===== config.mk =====
export PLATFORM = sky130hd
export DESIGN_NAME = wildcard_pattern_matcher_top
export DESIGN_NICKNAME = d
export VERILOG_FILES = /design/src/rtl/core/wpm_pkg.sv /design/src/rtl/core/wpm_cell.sv /design/src/rtl/core/wildcard_pattern_matcher_top.sv
export SDC_FILE = /design/constraint.sdc
export NUM_CORES = 1
export LEC_CHECK = 0
export BUFFER_PORTS_ARGS = -buffer_cell sky130_fd_sc_hd__buf_2
export CORE_UTILIZATION = 47
export DETAILED_ROUTE_END_ITERATION = 6
export SKIP_LAST_GASP = 1
export SLEW_MARGIN = 0
export SYNTH_ARGS = -nofsm -noshare
export SYNTH_HDL_FRONTEND = slang
export SYNTH_HIERARCHICAL = 1
export SYNTH_SLANG_ARGS = --single-unit

===== constraint.sdc =====
create_clock -name clk -period 14.3 [get_ports clk]
set_clock_uncertainty 0.2 [all_clocks]
set_input_delay 2.86 -clock clk [delete_from_list [all_inputs] [get_ports clk]]
set_output_delay 2.86 -clock clk [all_outputs]
set_load 0.01 [all_outputs]

===== src/rtl/core/wpm_pkg.sv =====
// wpm_pkg: constants, register codes and link types for the wildcard pattern matcher
// used by wpm_cell and wildcard_pattern_matcher_top; no dependencies
package wpm_pkg;

	localparam int PATTERN_MAX = 32;
	localparam int REG_BYTES   = 32;
	localparam int LEN_W       = 6;
	localparam int CFG_IDX_W   = 3;
	localparam int CFG_DATA_W  = 64;
	localparam int CHAR_W      = 8;
	localparam int POS_IDX_W   = $clog2(PATTERN_MAX + 1);

	localparam logic [CHAR_W-1:0] STAR_CHAR  = 8'h2A;
	localparam logic [CHAR_W-1:0] QUEST_CHAR = 8'h3F;
	localparam logic [CHAR_W-1:0] END_CHAR   = 8'h00;

	localparam logic [CFG_IDX_W-1:0] CFG_CHARS_A = 3'd0;
	localparam logic [CFG_IDX_W-1:0] CFG_CHARS_B = 3'd1;
	localparam logic [CFG_IDX_W-1:0] CFG_CHARS_C = 3'd2;
	localparam logic [CFG_IDX_W-1:0] CFG_CHARS_D = 3'd3;
	localparam logic [CFG_IDX_W-1:0] CFG_LENGTH  = 3'd4;

	typedef struct packed {
		logic star_carry;
		logic advance;
	} cell_link_t;

endpackage


===== src/rtl/core/wpm_cell.sv =====
// wpm_cell: one pattern position of the matcher automaton, holds its live bit
// depends on wpm_pkg
module wpm_cell import wpm_pkg::*; (
	input  logic              clk,
	input  logic              arst_n,
	input  logic [CHAR_W-1:0] pat_char,
	input  logic              active,
	input  logic              first,
	input  logic              step,
	input  logic              rearm,
	input  logic [CHAR_W-1:0] source_char,
	input  cell_link_t        link_in,
	output cell_link_t        link_out,
	output logic              closed,
	output logic              live
);

	// stored as live xor first so that reset clears every cell register
	logic live_q;
	logic is_star;
	logic hit;
	logic next_live;

	assign live     = live_q ^ first;
	assign is_star  = (pat_char == STAR_CHAR);
	assign hit      = (pat_char == QUEST_CHAR) || (pat_char == source_char);
	assign closed   = live | link_in.star_carry;

	assign link_out.star_carry = closed & active & is_star;
	assign link_out.advance    = closed & active & ~is_star & hit;

	always_comb begin
		if (rearm) begin
			next_live = first;
		end else begin
			next_live = (closed & active & is_star) | link_in.advance;
		end
	end

	always_ff @(posedge clk or negedge arst_n) begin
		if (!arst_n) begin
			live_q <= 1'b0;
		end else if (step || rearm) begin
			live_q <= next_live ^ first;
		end
	end

endmodule


===== src/rtl/core/wildcard_pattern_matcher_top.sv =====
// Wildcard pattern matcher: takes one source byte per cycle on src, with no gaps needed
// between bytes or strings. Each pattern position is a cell holding one live bit; the star
// closure ripples along the row of 33 cells within the cycle and the live set updates in
// a single step as each byte is taken; the matched result is shown on res in the cycle after
// the terminator is taken. The src side stalls only while a result is held unread on res.
// A configuration write is taken every cycle and applies from the next byte on; it does not
// re-arm the automaton.
// depends on wpm_pkg and wpm_cell
module wildcard_pattern_matcher_top import wpm_pkg::*; (
	input  logic                  clk,
	input  logic                  arst_n,
	input  logic                  src_valid,
	output logic                  src_ready,
	input  logic [CHAR_W-1:0]     source_char,
	output logic                  res_valid,
	input  logic                  res_ready,
	output logic                  matched,
	input  logic                  cfg_valid,
	output logic                  cfg_ready,
	input  logic [CFG_IDX_W-1:0]  cfg_index,
	input  logic [CFG_DATA_W-1:0] cfg_data
);

	logic [3:0][CFG_DATA_W-1:0] pat_q;
	logic [LEN_W-1:0]           len_q;
	logic [LEN_W-1:0]           eff_len;
	logic                       res_valid_q;
	logic                       matched_q;
	logic                       src_fire;
	logic                       is_end;
	logic                       step;
	logic                       rearm;
	logic [PATTERN_MAX:0]       closed_vec;
	logic [PATTERN_MAX:0]       live_vec;
	cell_link_t                 links [0:PATTERN_MAX+1];

	assign cfg_ready = 1'b1;
	assign src_ready = ~res_valid_q | res_ready;
	assign src_fire  = src_valid & src_ready;
	assign is_end    = (source_char == END_CHAR);
	assign step      = src_fire & ~is_end;
	assign rearm     = src_fire & is_end;
	assign res_valid = res_valid_q;
	assign matched   = matched_q;

	assign eff_len = (len_q > LEN_W'(PATTERN_MAX)) ? LEN_W'(PATTERN_MAX) : len_q;

	always_ff @(posedge clk or negedge arst_n) begin
		if (!arst_n) begin
			pat_q <= '0;
			len_q <= '0;
		end else if (cfg_valid && cfg_ready) begin
			case (cfg_index)
				CFG_CHARS_A: pat_q[0] <= cfg_data;
				CFG_CHARS_B: pat_q[1] <= cfg_data;
				CFG_CHARS_C: pat_q[2] <= cfg_data;
				CFG_CHARS_D: pat_q[3] <= cfg_data;
				CFG_LENGTH:  len_q    <= cfg_data[LEN_W-1:0];
				default: ;
			endcase
		end
	end

	assign links[0] = '0;

	for (genvar g = 0; g <= PATTERN_MAX; g++) begin : g_cell
		logic [CHAR_W-1:0] cell_char;
		logic              cell_active;

		if (g < REG_BYTES) begin : g_byte
			assign cell_char = pat_q[g/8][(g%8)*CHAR_W +: CHAR_W];
		end else begin : g_zero
			assign cell_char = END_CHAR;
		end

		assign cell_active = (7'(g) < {1'b0, eff_len});

		wpm_cell u_cell (
			.clk         (clk),
			.arst_n      (arst_n),
			.pat_char    (cell_char),
			.active      (cell_active),
			.first       ((g == 0) ? 1'b1 : 1'b0),
			.step        (step),
			.rearm       (rearm),
			.source_char (source_char),
			.link_in     (links[g]),
			.link_out    (links[g+1]),
			.closed      (closed_vec[g]),
			.live        (live_vec[g])
		);
	end

	always_ff @(posedge clk or negedge arst_n) begin
		if (!arst_n) begin
			res_valid_q <= 1'b0;
		end else if (rearm) begin
			res_valid_q <= 1'b1;
		end else if (res_ready) begin
			res_valid_q <= 1'b0;
		end
	end

	always_ff @(posedge clk) begin
		if (rearm) begin
			matched_q <= closed_vec[eff_len[POS_IDX_W-1:0]];
		end
	end

	// terminator re-arms to position zero only
	a_rearm: assert property (@(posedge clk) disable iff (!arst_n)
		rearm |=> (live_vec == {{PATTERN_MAX{1'b0}}, 1'b1}))
		else $error("live set not re-armed after terminator");

	// a byte never leaves a live position past the pattern end
	a_bound: assert property (@(posedge clk) disable iff (!arst_n)
		step |=> ((live_vec >> (7'($past(eff_len)) + 7'd1)) == '0))
		else $error("live position beyond pattern length");

	// a result appears only after a terminator item
	a_rise: assert property (@(posedge clk) disable iff (!arst_n)
		$rose(res_valid_q) |-> $past(rearm))
		else $error("result without terminator");

	// a nonzero byte gives no result
	a_quiet: assert property (@(posedge clk) disable iff (!arst_n)
		(step && !res_valid_q) |=> !res_valid_q)
		else $error("result from a nonzero byte");

endmodule


---- After elaboration in Yosys (flattened, before gate mapping) ----
Cells that the tools add are included.
storage, ports and cells
  flip-flop bits (word level) ............. 297
  latch bits .............................. 0
  memory bits (writable) .................. 0
  bits in read-only memories .............. 0
  input bits .............................. 80
  logic and storage cells ................. 484
  memories kept ........................... 0
operators by class
  add/sub/neg operators ................... 0
  $mul .................................... 0
  div/mod/pow operators ................... 0
  order comparisons ....................... 34
  eq/ne operators ......................... 100
  shift-type cells ........................ 0
  multiplexer cells ....................... 38
  bitwise logic cells ..................... 231
  reduce and logical (&&, ||, !) cells .... 41
operators by type and width
  operator                                                               number
  8-bit by 6-bit equality test with 1-bit output, second input constant  64
  8-bit equality test                                                    32
  1-bit bitwise AND                                                      131
  5-bit by 6-bit < comparator with 1-bit output, first input constant    16
  1-bit bitwise OR                                                       64
  4-bit by 6-bit < comparator with 1-bit output, first input constant    8
  1-bit 2-to-1 mux                                                       36
  1-bit NOT                                                              36
  1-bit logical OR                                                       33
  3-bit by 6-bit < comparator with 1-bit output, first input constant    4
  1-bit by 6-bit < comparator with 1-bit output, first input constant    2
  2-bit by 6-bit < comparator with 1-bit output, first input constant    2
  2-bit AND reduction                                                    5
  8-bit zero test                                                        1
  6-bit by 7-bit < comparator with 1-bit output, second input constant   1
  1-bit binary-select mux with 6-bit select                              1
  3-bit by 2-bit equality test with 1-bit output, second input constant  2
  6-bit > comparator, second input constant                              1
  6-bit 2-to-1 mux                                                       1
  3-bit by 1-bit equality test with 1-bit output, second input constant  1
  3-bit equality test, second input constant                             1
  3-bit zero test                                                        1
  2-bit nonzero test                                                     1

---- Depth between registers and ports, before layout ----
Gate-level depths: netlist of the first run.
  word-level depth ........................ 101
  depth in mapped cells ................... 73
  depth with buffers taken out ............ 72

---- Modules after synthesis ----
The synthesis of the first run kept the hierarchy.
modules (own cells, without submodules)
  module                        instances  cells each  area each (µm²)
  wildcard_pattern_matcher_top  1          678         10455.0
  wpm_cell                      33         31          259.0

---- Worst setup path after synthesis of the first run ----
No wires, ideal clock.
  kind .................................... flip-flop to flip-flop
  start ................................... reg len_q[4]
  end ..................................... reg matched_q, in the netlist matched, data pin
  arrival time ............................ 11.151 ns
  setup slack ............................. 2.676 ns
  stages on the path, launching flop included .. 74
  buffers on the path ..................... 1
  clock period less this slack ............ 11.624 ns
  cell sequence ........................... dfrtp_1 clkbuf_1 nor2_1 inv_1 nor2_1 nand4_1 o21ai_2 nor2_1 o21ai_2 nor2_1 o21ai_2 nor2_1 o21ai_2 nor2_1 o21ai_2 nor2_1 o21ai_2 nor2_1 [... 38 more ...] o21ai_2 nor2_1 o21ai_2 nor2_1 o21ai_2 nor2_1 o21ai_2 nor2_1 o21ai_2 nor2_1 o21ai_2 nor2_1 or2_2 mux2_2 nand3_1 o211ai_1 o211ai_2 a311oi_1
RTL lines
  what                    line                                 text
  from (decl)             wildcard_pattern_matcher_top.sv:25   logic [LEN_W-1:0] len_q;
  from (signal assigned)  wildcard_pattern_matcher_top.sv:58   CFG_LENGTH: len_q <= cfg_data[LEN_W-1:0];
  to (signal assigned)    wildcard_pattern_matcher_top.sv:106  matched_q <= closed_vec[eff_len[POS_IDX_W-1:0]];
  to (decl)               wildcard_pattern_matcher_top.sv:28   logic matched_q;

==> summary.md, run 1 <==
| Metric | Value |
|---|---|
| Status | `complete, no violations` |
| Number of diodes | `0` |
| Pin slew with the least headroom to its limit | `1.03 ns` |
| Met2 capacity usage during global routing | `43.1%` |
| Static power due to leakage | `0.00873 uW` |
| Syn_area_per_cell | `11.2 um^2` |
| CTS tree | `built` |
| Overall routing resource usage | `26.9%` |
| Std-Cell Rows | `73` |
| Shortest period the worst path allows | `12.95 ns` |
| Post-Place Cell Area | `20400 um^2` |
| Overall overflow remaining after global route | `0` |
| Sum of routed wire length over all layers | `53900 um` |
| Reg-to-reg setup timing slack | `1.35 ns` |
| Part of the cycle the worst path needs | `90.6%` |
| Via-to-Cell Ratio | `5.83` |
| Die extent in y | `202 um` |
| Synth warn | `6` |
| Final Total Pwr | `2940 uW` |
| Reg2Reg Capture Point | `matched` |
| Kind of capture point of the worst setup path | `flop` |
| Setup Crit Path Kind | `reg2reg` |
| Count of routing violations after the opening detailed-route iteration | `925` |
| Max-cap viol count | `0` |
| Worst path max stage delay | `0.50 ns` |
| Post-synthesis instance total | `1683` |
| Family with the most delay on the worst path | `compound AO/OA/AOI/OAI gates` |
| Fin. max-slew vios | `0` |
| Area overhead of the layout relative to synthesis | `15.2%` |
| Data arrival time of the worst path | `13.01 ns` |
| Most common library cell in the layout ignoring fill and taps | `dfrtp_1` |
| Worst setup slack before clock tree synthesis | `-0.0186 ns` |
| Final ANT Viol Nets | `0` |
| Routed length per instance | `21.9 um` |
| Reg area | `7440 um^2` |
| Worst setup path endpoint | `matched` |
| Reg-to-reg critical path startpoint | `len_q[5]` |
| Total of hold buffers inserted after clock tree synthesis | `0` |
| Initial antenna violation count | `0` |
| Critical Path Source | `len_q[5]` |
| Input/output buffers | `82` |
| Worst hold-check slack | `0.341 ns` |
| Number of clock buffers inserted by TritonCTS | `36` |
| Ratio of cells with drive above 1 in the final layout | `33.2%` |
| Post-detailed-placement half-perimeter wirelength | `35400 um` |
| Critical Path Most Common Cell | `nor2_1` |
| Worst IR Drop VDD | `0.0873 mV` |
| Total number of clock tree sinks | `297` |
| Initial core utilization | `47.6%` |
| PwrDens | `135 nW/um^2` |
| 1st-pass router iterations | `5` |
| Maximum clock rate | `77.2 MHz` |
| Final weighted congestion in routability-driven placement | `0.890` |
| Met1 usage | `37.2%` |
| Filler Cell Count | `3484` |
| Kind of path behind the tightest hold check | `reg2reg` |
| Maximum fanout encountered on the critical timing path | `9` |
| Die Area | `41000 um^2` |
| Max-slew headroom | `31.4%` |
| Final number of setup-violating endpoints | `0` |
| Maximum number of buffers from clock root to sink | `3` |
| H-tree depth | `2` |
| Worst Setup Slack, final | `1.35 ns` |
| Number of primary I/O pins | `84` |
| Cells on Worst Hold Path | `2` |
| CP Buf/Inv Count | `1` |
| Logic depth of the worst register-to-register path | `72` |
| Slowest stage cell on the critical path | `dfrtp_1` |
| Count of vias placed by the detailed router | `14300` |
| Footprint of the multi-input gates | `11500 um^2` |
| Insertion delay of the later-clocked pin in the worst-skew pair | `0.55 ns` |
| Clock slew seen by the registers of the worst setup and hold paths | `0.06 ns` |
| Std-Cell Core Area | `39600 um^2` |
| Pin count of the biggest net entering global routing | `140` |
| Unrepaired setup endpoints after global routing | `no` |
| Width of the die | `202 um` |
| CP Data Required Time | `14.36 ns` |
| Via count of the first global-routing pass | `14500` |
| Critical path depth | `72` |
| Area of all placed cells without fillers | `21700 um^2` |
| Final core utilization | `54.8%` |
| Cell area after synthesis | `18900 um^2` |
| Number of hold-slack violations in the final timing report | `0` |
| Startpoint type of the worst setup path | `flop` |
| Most utilized layer in the global route result | `met2` |
| Final nets | `1988` |
| Commonest cells after routing, fill and taps aside | `296 x dfrtp_1, 263 x mux2_2, 256 x xor2_1, 115 x conb_1, 106 x nor2_1` |
| Met3 track demand over resource | `3.55%` |
| # DRC | `0` |
| CTS root buffer | `clkbuf_16` |
| Global-route wire length before repair | `84700 um` |
==> flip-flops by register name (all words and copies together) (netlist names) <==
name and flops:
matched 1, len_q 6, res_valid 1, g_cell.cell_char 256, g_cell.u_cell/live_q 33
==> worst min path at each step <==
stage                                  from                       to  slack, ns
floorplan           g_cell[25].cell_char[1]  g_cell[25].cell_char[1]       0.34
global placement                  res_valid                res_valid       0.32
detailed placement                res_valid                res_valid       0.33
CTS                               res_valid                res_valid       0.34
global route         g_cell[0].cell_char[1]   g_cell[0].cell_char[1]       0.39
finish                            res_valid                res_valid       0.34
==> worst min-delay path: stages (launching register included) <==
cell and delay (ns):
dfrtp_1 0.34, nand2b_1 0.09, o31ai_1 0.08
==> stage by stage <==
stage / cells / TNS [ns]
6_report: 2458 / 0
4_1_cts: 2451 / 0
3_3_place_gp: 2387 / 0
3_5_place_dp: 2387 / -0.0186
5_1_grt: 2458 / 0
2_1_floorplan: 1796 / 0
==> where the power goes <==
part | switching [uW] | total [uW] | internal [uW]
registers | 239 | 1250 | 1010
logic | 358 | 714 | 356
clock network | 366 | 975 | 609
==> cell type report <==
class / count / share of cell area (%)
Clock inverter: 10 / 0.806
Multi-Input combinational cell: 1389 / 52.7
Timing Repair Buffer: 114 / 3.10
Inverter: 70 / 1.21
Clock buffer: 53 / 4.95
Tap cell: 525 / 3.02
Sequential cell: 297 / 34.2
==> what timing repair did <==
action	CTS	global route
pin swaps	1	12
setup buffers	1	7
gates resized for setup	0	1
endpoints found under the setup margin	1	4
==> layer usage <==
layer | up-vias | part of all wire, %
li1 | 6626 | -
met1 | 7279 | 46
met2 | 324 | 47
met3 | 101 | 4.0
met4 | 0 | 2.8
met5 | - | 0
(Power assumes the default switching activity.)
==> run 2, diff against run 1 <==
--- a/config.mk
+++ b/config.mk
@@ -5,9 +5,9 @@
 export SDC_FILE = /design/constraint.sdc
 export NUM_CORES = 1
 export LEC_CHECK = 0
-export BUFFER_PORTS_ARGS = -buffer_cell sky130_fd_sc_hd__buf_2
 export CORE_UTILIZATION = 47
 export DETAILED_ROUTE_END_ITERATION = 6
+export DONT_BUFFER_PORTS = 1
 export SKIP_LAST_GASP = 1
 export SLEW_MARGIN = 0
 export SYNTH_ARGS = -nofsm -noshare
==> run 2 against run 1 <==
Die area is the same. Non-clock buffer count shrank 87. Design area shrank 2.4%. Flip-flop and latch count is the same. Critical endpoint unchanged. Cell count shrank 3.5%. Critical path type unchanged. Routed wire length grew 0.36%.
==> summary.md, run 2 (same netlist as run 1, synthesis figures left out) <==
| Metric | Value |
|---|---|
| Setup Crit Path Kind | `reg2reg (unchanged)` |
| Kind of capture point of the worst setup path | `flop (unchanged)` |
| Total of hold buffers inserted after clock tree synthesis | `0 (unchanged)` |
| Final nets | `1902 (was 1988)` |
| Reg2Reg Capture Point | `matched (unchanged)` |
| Initial core utilization | `47.6% (unchanged)` |
| Worst IR Drop VDD | `0.0916 mV (was 0.0873 mV)` |
| Fin. max-slew vios | `0 (unchanged)` |
| Max-cap viol count | `0 (unchanged)` |
| Area overhead of the layout relative to synthesis | `12.3% (was 15.2%)` |
| Post-detailed-placement half-perimeter wirelength | `34900 um (was 35400 um)` |
| Number of flip-flops under the largest register name | `256 (unchanged)` |
| Initial antenna violation count | `0 (unchanged)` |
| Routed length per instance | `22.8 um (was 21.9 um)` |
| Width of the die | `202 um (unchanged)` |
| Static power due to leakage | `0.00835 uW (was 0.00873 uW)` |
| Unrepaired setup endpoints after global routing | `no (unchanged)` |
| Via count of the first global-routing pass | `14100 (was 14500)` |
| Filler Cell Count | `3551 (was 3484)` |
| Final Instance Count excl. Fillers | `2372 (was 2458)` |
| Number of diodes | `0 (unchanged)` |
| Insertion delay of the later-clocked pin in the worst-skew pair | `0.54 ns (was 0.55 ns)` |
| Critical path depth | `72 (unchanged)` |
| Std-Cell Rows | `73 (unchanged)` |
| Worst hold-check slack | `0.372 ns (was 0.341 ns)` |
| Total number of clock tree sinks | `297 (unchanged)` |
| Maximum clock rate | `76.8 MHz (was 77.2 MHz)` |
| Critical Path Most Common Cell | `nor2_1 (unchanged)` |
| Family with the most delay on the worst path | `compound AO/OA/AOI/OAI gates (unchanged)` |
| Global-route wire length before repair | `84400 um (was 84700 um)` |
| Worst path max stage delay | `0.51 ns (was 0.50 ns)` |
| # DRC | `0 (unchanged)` |
| Number of primary I/O pins | `84 (unchanged)` |
| Input/output buffers | `0 (was 82)` |
| CP Buf/Inv Count | `1 (unchanged)` |
| CTS tree | `built (unchanged)` |
| Die extent in y | `202 um (unchanged)` |
| Most common library cell in the layout ignoring fill and taps | `dfrtp_1 (unchanged)` |
| Via-to-Cell Ratio | `5.93 (was 5.83)` |
| Net Switching | `907 uW (was 963 uW)` |
| Part of the cycle the worst path needs | `91.0% (was 90.6%)` |
| Reg-to-reg setup timing slack | `1.28 ns (was 1.35 ns)` |
| PwrDens | `134 nW/um^2 (was 135 nW/um^2)` |
| Final ANT Viol Nets | `0 (unchanged)` |
| Maximum fanout encountered on the critical timing path | `9 (unchanged)` |
| Proportion of power drawn by combinational gates | `22.8% (was 24.3%)` |
| Final number of setup-violating endpoints | `0 (unchanged)` |
| Overall routing resource usage | `26.8% (was 26.9%)` |
| Hold EP | `g_cell[26].cell_char[1] (was res_valid)` |
| 1st-pass router iterations | `5 (unchanged)` |
| CP Data Required Time | `14.35 ns (was 14.36 ns)` |
| Maximum number of buffers from clock root to sink | `3 (unchanged)` |
| Switching Share | `32.0% (was 32.7%)` |
| Reg-to-reg critical path startpoint | `len_q[5] (unchanged)` |
| Kind of path behind the tightest hold check | `reg2reg (unchanged)` |
| Fraction of power consumed by sequential logic | `44.2% (was 42.6%)` |
| Commonest cells after routing, fill and taps aside | `296 x dfrtp_1, 263 x mux2_2, 256 x xor2_1, 115 x conb_1, 105 x nor2_1 (was 296 x dfrtp_1, 263 x mux2_2, 256 x xor2_1, 115 x conb_1, 106 x nor2_1)` |
| Ratio of cells with drive above 1 in the final layout | `30.2% (was 33.2%)` |
| Pin count of the biggest net entering global routing | `297 (was 140)` |
| Max-slew headroom | `33.5% (was 31.4%)` |
| H-tree depth | `2 (unchanged)` |
| Slowest stage cell on the critical path | `dfrtp_1 (unchanged)` |
| Count of routing violations after the opening detailed-route iteration | `1006 (was 925)` |
| Number of clock buffers inserted by TritonCTS | `37 (was 36)` |
| Die Area | `41000 um^2 (unchanged)` |
| Fin Setup TNS | `0 ns (unchanged)` |
| Clock slew seen by the registers of the worst setup and hold paths | `0.06 ns (about the same)` |
| Data arrival time of the worst path | `13.07 ns (was 13.01 ns)` |
| Startpoint of the worst hold path | `g_cell[26].cell_char[1] (was res_valid)` |
| Sum of routed wire length over all layers | `54100 um (was 53900 um)` |
| Shortest period the worst path allows | `13.02 ns (was 12.95 ns)` |
| CTS root buffer | `clkbuf_16 (unchanged)` |
| Std-Cell Core Area | `39600 um^2 (unchanged)` |
| Status | `complete, no violations (unchanged)` |
| Logic depth of the worst register-to-register path | `72 (unchanged)` |
| Internal power summed over all cells | `1930 uW (was 1980 uW)` |
| Pin slew with the least headroom to its limit | `0.998 ns (was 1.03 ns)` |
| Overall overflow remaining after global route | `0 (unchanged)` |
| Count of vias placed by the detailed router | `14100 (was 14300)` |
| Final weighted congestion in routability-driven placement | `0.910 (was 0.890)` |
| Number of hold-slack violations in the final timing report | `0 (unchanged)` |
| Share of total power in the clock network | `32.9% (was 33.1%)` |
| Cells on Worst Hold Path | `1 (was 2)` |
| Startpoint type of the worst setup path | `flop (unchanged)` |
| Placed cells | `2297 (was 2387)` |
-- run 2: per-stage QoR --
step / area, um^2 / setup WS [ns] / utilization, % / power (uW)
after CTS: 21100 / 0.316 / 53.3 / 2840
after global routing: 21200 / 0.0726 / 53.5 / 2980
final: 21200 / 1.28 / 53.5 / 2840
after detailed placement: 19900 / 0.342 / 50.3 / 1890
after floorplan: 19300 / 2.68 / - / 1730
after global placement: 19900 / 0.804 / 50.3 / 1870
-- run 2: timing repair --
| action | 4_1_cts | 5_1_grt |
|---|---|---|
| buffers inserted | 0 | 11 |
| gates resized for setup | 0 | 1 |
| endpoints found under the setup margin | 0 | 4 |
-- run 2: worst max path at each step --
stage / start / to / slack, ns
2_1_floorplan: len_q[4] / matched / 2.68
3_5_place_dp: len_q[5] / matched / 0.34
4_1_cts: len_q[5] / matched / 0.32
5_1_grt: len_q[5] / matched / 0.07
3_3_place_gp: len_q[5] / matched / 0.80
6_report: len_q[5] / matched / 1.28
-- run 2: routing by layer --
metal  vias up  share of wire [%]  track usage (%)
li1       6457                  -                -
met3        85                4.9             3.95
met1      7171                 46             37.2
met5         -                  0                0
met2       343                 47             43.4
met4         0                2.2             7.65
-- run 2: final cells by class --
class	count	area [um^2]	area share [%]
Multi-Input combinational cell	1389	11400	54.0
Inverter	70	263	1.24
Sequential cell	297	7440	35.1
Timing Repair Buffer	27	203	0.956
Clock buffer	50	1040	4.93
Tap cell	525	657	3.10
Clock inverter	14	151	0.714
-- run 2: power groups by stage --
stage | combinational, uW | clock [uW] | sequential [uW]
2_1_floorplan | 529 | 0 | 1200
3_3_place_gp | 616 | 0 | 1260
3_5_place_dp | 630 | 0 | 1270
4_1_cts | 635 | 955 | 1250
5_1_grt | 713 | 983 | 1290
6_report | 648 | 934 | 1250
